File: src/sv/dependency_cycle_check_core_assert.svh
// Assertion macros used by the dependency cycle check RTL.
`ifndef DEPENDENCY_CYCLE_CHECK_CORE_ASSERT_SVH
`define DEPENDENCY_CYCLE_CHECK_CORE_ASSERT_SVH

// Consequent must hold in the same cycle as the antecedent.
`define DCC_ASSERT_SAME(lbl, ck, rn, ante, cons) \
    lbl: assert property (@(posedge ck) disable iff (!rn) (ante) |-> (cons)) \
        else $error("dependency cycle check: same-cycle check failed");

// Consequent must hold in the cycle after the antecedent.
`define DCC_ASSERT_NEXT(lbl, ck, rn, ante, cons) \
    lbl: assert property (@(posedge ck) disable iff (!rn) (ante) |=> (cons)) \
        else $error("dependency cycle check: next-cycle check failed");

`endif

File: src/sv/dcc_pkg.sv
// Shared types and constants for the dependency cycle check block.
`timescale 1ns / 1ps

package dcc_pkg;

    localparam int TASK_W = 7;
    localparam int DATA_W = 32;
    localparam int ADDR_W = 3;

    // Register indexes on the configuration port
    localparam logic REG_NODE_COUNT = 1'b0;

    // Commands from the controller to the datapath
    typedef struct packed {
        logic idle;
        logic take;
        logic set_err;
        logic load_rd;
        logic load_wr;
        logic seed_start;
        logic seed_rd;
        logic seed_chk;
        logic pop_rd;
        logic head_rd;
        logic edge_rd;
        logic edge_from_head;
        logic deg_rd;
        logic deg_upd;
        logic finish;
    } cmd_t;

    // Status from the datapath to the controller
    typedef struct packed {
        logic is_eval;
        logic load_bad;
        logic seed_done;
        logic queue_empty;
        logic head_link_zero;
        logic next_link_zero;
        logic out_free;
    } status_t;

endpackage

File: src/sv/dcc_ctrl.sv
// Controller state machine sequencing edge loads and the topological sort.
`timescale 1ns / 1ps
`include "dependency_cycle_check_core_assert.svh"

module dcc_ctrl (
    input  logic             clk,
    input  logic             rst_n,
    input  logic             item_valid,
    input  dcc_pkg::status_t status,
    output dcc_pkg::cmd_t    cmd
);

    localparam logic [3:0] ST_IDLE      = 4'd0;
    localparam logic [3:0] ST_DECODE    = 4'd1;
    localparam logic [3:0] ST_LOAD_WR   = 4'd2;
    localparam logic [3:0] ST_SEED_RD   = 4'd3;
    localparam logic [3:0] ST_SEED_CHK  = 4'd4;
    localparam logic [3:0] ST_POP       = 4'd5;
    localparam logic [3:0] ST_POP_WAIT  = 4'd6;
    localparam logic [3:0] ST_HEAD_WAIT = 4'd7;
    localparam logic [3:0] ST_EDGE_WAIT = 4'd8;
    localparam logic [3:0] ST_DEG_WAIT  = 4'd9;
    localparam logic [3:0] ST_FINISH    = 4'd10;

    logic [3:0] state_reg;
    logic [3:0] state_next;
    logic       sort_end;

    // Advance the state
    always_ff @(posedge clk or negedge rst_n)
    begin
        if (!rst_n)
        begin
            state_reg <= ST_IDLE;
        end
        else
        begin
            state_reg <= state_next;
        end
    end

    // Decode the next state and the datapath commands
    always_comb
    begin
        cmd        = '0;
        state_next = state_reg;
        unique case (state_reg)
            ST_IDLE:
            begin
                cmd.idle = 1'b1;
                if (item_valid)
                begin
                    cmd.take   = 1'b1;
                    state_next = ST_DECODE;
                end
            end
            ST_DECODE:
            begin
                if (status.is_eval)
                begin
                    cmd.seed_start = 1'b1;
                    state_next     = ST_SEED_RD;
                end
                else if (status.load_bad)
                begin
                    cmd.set_err = 1'b1;
                    state_next  = ST_IDLE;
                end
                else
                begin
                    cmd.load_rd = 1'b1;
                    state_next  = ST_LOAD_WR;
                end
            end
            ST_LOAD_WR:
            begin
                cmd.load_wr = 1'b1;
                state_next  = ST_IDLE;
            end
            ST_SEED_RD:
            begin
                if (status.seed_done)
                begin
                    state_next = ST_POP;
                end
                else
                begin
                    cmd.seed_rd = 1'b1;
                    state_next  = ST_SEED_CHK;
                end
            end
            ST_SEED_CHK:
            begin
                cmd.seed_chk = 1'b1;
                state_next   = ST_SEED_RD;
            end
            ST_POP:
            begin
                if (status.queue_empty)
                begin
                    state_next = ST_FINISH;
                end
                else
                begin
                    cmd.pop_rd = 1'b1;
                    state_next = ST_POP_WAIT;
                end
            end
            ST_POP_WAIT:
            begin
                cmd.head_rd = 1'b1;
                state_next  = ST_HEAD_WAIT;
            end
            ST_HEAD_WAIT:
            begin
                if (status.head_link_zero)
                begin
                    state_next = ST_POP;
                end
                else
                begin
                    cmd.edge_rd        = 1'b1;
                    cmd.edge_from_head = 1'b1;
                    state_next         = ST_EDGE_WAIT;
                end
            end
            ST_EDGE_WAIT:
            begin
                cmd.deg_rd = 1'b1;
                state_next = ST_DEG_WAIT;
            end
            ST_DEG_WAIT:
            begin
                cmd.deg_upd = 1'b1;
                if (status.next_link_zero)
                begin
                    state_next = ST_POP;
                end
                else
                begin
                    cmd.edge_rd = 1'b1;
                    state_next  = ST_EDGE_WAIT;
                end
            end
            ST_FINISH:
            begin
                if (status.out_free)
                begin
                    cmd.finish = 1'b1;
                    state_next = ST_IDLE;
                end
            end
            default:
            begin
                state_next = ST_IDLE;
            end
        endcase
    end

    // Sort ends when the ready queue runs dry
    assign sort_end = (state_reg == ST_POP) && status.queue_empty;

    // A taken item is always decoded next
    `DCC_ASSERT_NEXT(a_take_decode, clk, rst_n, cmd.take, state_reg == ST_DECODE)
    // Never overwrite a result that has not been transferred
    `DCC_ASSERT_SAME(a_finish_free, clk, rst_n, cmd.finish, status.out_free)
    // An empty ready queue ends the sort
    `DCC_ASSERT_NEXT(a_empty_finish, clk, rst_n, sort_end, state_reg == ST_FINISH)

endmodule

File: config.mk
export PLATFORM = sky130hd
export DESIGN_NAME = dcc_ctrl
export DESIGN_NICKNAME = d
export VERILOG_FILES = /design/src/sv/dcc_pkg.sv /design/src/sv/dcc_ctrl.sv
export VERILOG_INCLUDE_DIRS = /design/src /design/src/sv
export SDC_FILE = /design/constraint.sdc
export NUM_CORES = 1
export LEC_CHECK = 0
export ABC_CLOCK_PERIOD_IN_PS = 1260
export BUFFER_PORTS_ARGS = -buffer_cell sky130_fd_sc_hd__buf_4
export CORE_AREA = 2 2 39 41
export DETAILED_ROUTE_END_ITERATION = 7
export DIE_AREA = 0 0 41 43
export GPL_TIMING_DRIVEN = 0
export PLACE_DENSITY_LB_ADDON = 0.15
export SLEW_MARGIN = 20
export SYNTH_ARGS = -nofsm -noshare
export SYNTH_HDL_FRONTEND = slang
export SYNTH_SLANG_ARGS = --single-unit
File: constraint.sdc
create_clock -name clk -period 1.26 [get_ports clk]
set_input_delay 0.126 -clock clk [delete_from_list [all_inputs] [get_ports clk]]
set_output_delay 0.126 -clock clk [all_outputs]
set_load 0.02 [all_outputs]
==> metrics <==
DRC Markers 0; Max FO, Critical Path 5; # port buffers 24; Tot GR Track Use 0.2230; diode count 0; worst hold path stage count 3; root buffer cell clkbuf_4; number of max-cap violations 0; Cell Int Power 1.395 mW; placed insts 97; Synth Area per Inst 7.573 um^2; Worst EP arrival 1.35 ns; hold path startpoint status[1]; remaining global-route overflow 0; initial antenna violation count 0; Seq pwr share 0.107; Cell Pwr Density 2245 mW/mm^2; max reg flops 4; Worst Reg-to-Reg Cells 6; RSZ-0062 raised after global routing true; most frequent CP cell buf_6; outcome finished with violations; crit-path cells buf_6, nor4_4, and2_4, buf_6; clk_lat worst skew 0.24 ns; commonest non-fill, non-tap cell in the layout buf_4; critical path data required time 1.13 ns; failing checks setup timing; Core Region 0.001384 mm^2; CTS tree yes; Setup WS post-layout -0.2186 ns; Syn. warnings 0; reg2reg end state_reg[0]; Synthesized Nets 67; CP peak stage delay 0.44 ns; register-to-register setup slack -0.18 ns; R2R Path Start state_reg[3]; leakage power 0.4907 nW; CTS buffer count 3; Reg clk slew, reported paths 0.04 ns; number of global-route vias before repair 634; total vias in the final route 664; drt first pass iters 4; Die Y 43 um; setup violators final 19; Routability Congestion 0.7691; Total Wirelength 1880 um; share of cells above drive strength 1 0.7685; Vias/cell 5.355; largest net degree at the start of global routing 11; final worst-path cycle share 1.174; Tightest Pin Transition 0.2328 ns; Final Non-Filler Cells 124; Worst setup SP type flop; switching power 1.046 mW; Placement Cell Area 690.7 um^2; # IOs 25; min cycle time layout 1.479 ns; unique cell type count in the Yosys netlist 29; Hold Path Class in2reg; # nets final 120; logic gate share of total power 0.826; Worst setup EP type primary output; synthesis-to-finish area growth 151.9%; num rows 14; Max Freq 0.6763 GHz; max-slew violations 0; 1st-iter DRT viols 22; hold endpoint state_reg[2]; Sw Ratio 0.4284; Mapped Area 431.7 um^2; CP Class reg2out; Clock power frac 0.066; Post-Syn Instances 57; slowest CP cell dfrtp_2; Final ANT Viol Nets 0; Worst slew margin 0.8427; DR WL/cell 15.16 um; first-pass GRT wire length 2677 um; setup_tns -2.369 ns; Die ar. 0.001763 mm^2; Synth Register Bits 4; register area share after synthesis 0.2319; Post-DP HPWL 962.8 um; hold_ws 0.1574 ns; Design Area, Final 0.001087 mm^2; clock skew 0.009133 ns; commonest cells after routing, fill and taps aside buf_4, buf_6, nor3_2; clock buffer depth 2; Peak VDD IR 0.001290 V; Initial Util 0.3119; clk sinks 4; H-tree lvl count 1; die width 41 um; final-report hold violation count 0
per-stage QoR:
| stage | setup slack [ns] | util | total power [mW] |
|---|---|---|---|
| after floorplan | -0.1104 | - | 1.015 |
| after global placement | -0.1645 | 0.4991 | 1.323 |
| after global routing | -0.2459 | 0.7857 | 2.585 |
| final | -0.2186 | 0.7857 | 2.441 |
| after detailed placement | -0.1670 | 0.4991 | 1.322 |
| after CTS | -0.1905 | 0.6817 | 1.987 |
worst max-delay path: cells and delay by family, from the launching register on:
| family | cells | cell delay (ns) |
|---|---|---|
| DFF | 1 | 0.44 |
| and+or+nand+nor | 2 | 0.41 |
| buffers and inverters | 2 | 0.26 |
Yosys cell counts:
library cell / n / area [um^2]
a211oi_1: 2 / 15.01
a21oi_1: 2 / 10.01
a311o_1: 1 / 10.01
a31oi_1: 2 / 12.51
a32oi_1: 1 / 8.760
and2_1: 1 / 6.260
and3_1: 1 / 6.260
and4bb_1: 1 / 12.51
buf_2: 3 / 15.01
buf_4: 1 / 7.510
buf_6: 1 / 11.26
dfrtp_1: 4 / 100.1
inv_1: 3 / 11.26
nand2_1: 3 / 11.26
nand2b_1: 6 / 37.54
nand4_1: 1 / 6.260
nor2_1: 6 / 22.52
nor2b_1: 2 / 12.51
nor3_1: 6 / 30.03
nor3b_1: 1 / 7.510
nor4_1: 1 / 6.260
nor4_2: 1 / 12.51
nor4b_1: 1 / 8.760
nor4bb_1: 1 / 10.01
o21a_1: 1 / 7.510
o21ai_1: 1 / 5.000
o31a_1: 1 / 8.760
o32a_1: 1 / 10.01
o32ai_1: 1 / 8.760
layout make-up:
class	instances	area (um^2)
timing repair buffer	48	419.2
inverter	3	11.26
tap	16	20.02
multi-input combinational	45	446.7
clock buffer	3	22.52
sequential	4	103.9
buffer	5	63.81
fill	91	296.5
cells by family (layout without fill, tap and decap cells):
logic type | Yosys count | count (layout) | synth area share
and+or+nand+nor | 32 | 32 | 0.4406
DFF | 4 | 4 | 0.2319
AOI/OAI and AO/OA | 13 | 13 | 0.2232
buffers and inverters | 8 | 59 | 0.1043
power by group through the flow:
| stage | Combinational, mW | Sequential, mW | Clock [mW] |
|---|---|---|---|
| final | 2.02 | 0.262 | 0.162 |
| after global routing | 2.14 | 0.267 | 0.181 |
| after CTS | 1.58 | 0.244 | 0.163 |
| after detailed placement | 1.07 | 0.251 | 0 |
| after global placement | 1.07 | 0.252 | 0 |
| after floorplan | 0.781 | 0.235 | 0 |
repair_timing:
| item | CTS | global route |
|---|---|---|
| setup buffers | 12 | 9 |
| gates resized for setup | 32 | 14 |
| endpoints found under the hold margin | 4 | 0 |
| pin swaps | 7 | 11 |
| gates cloned | 1 | 1 |
| setup endpoints to repair | 17 | 19 |
| hold buffers | 1 | 0 |
per-layer routing:
| metal | GRT usage | vias to the layer above | wire length, um | share of wire |
|---|---|---|---|---|
| li1 | - | 316 | - | - |
| met1 | 0.2843 | 314 | 745 | 0.40 |
| met2 | 0.3625 | 32 | 1012 | 0.54 |
| met3 | 0.04712 | 2 | 118 | 0.063 |
| met4 | 0.06000 | 0 | 4 | 0.0021 |
| met5 | 0 | - | 0 | 0 |
worst max-delay path by stage:
stage | slack [ns] | startpoint | to | cells after the start
6_report | -0.22 | state_reg[3] | cmd[13] | 4
5_1_grt | -0.25 | state_reg[3] | cmd[13] | 4
4_1_cts | -0.19 | state_reg[3] | cmd[13] | 4
3_5_place_dp | -0.17 | state_reg[2] | cmd[11] | 5
3_3_place_gp | -0.16 | state_reg[2] | cmd[11] | 5
2_1_floorplan | -0.11 | state_reg[2] | cmd[13] | 3
Power figures use the tool's default switching activity.
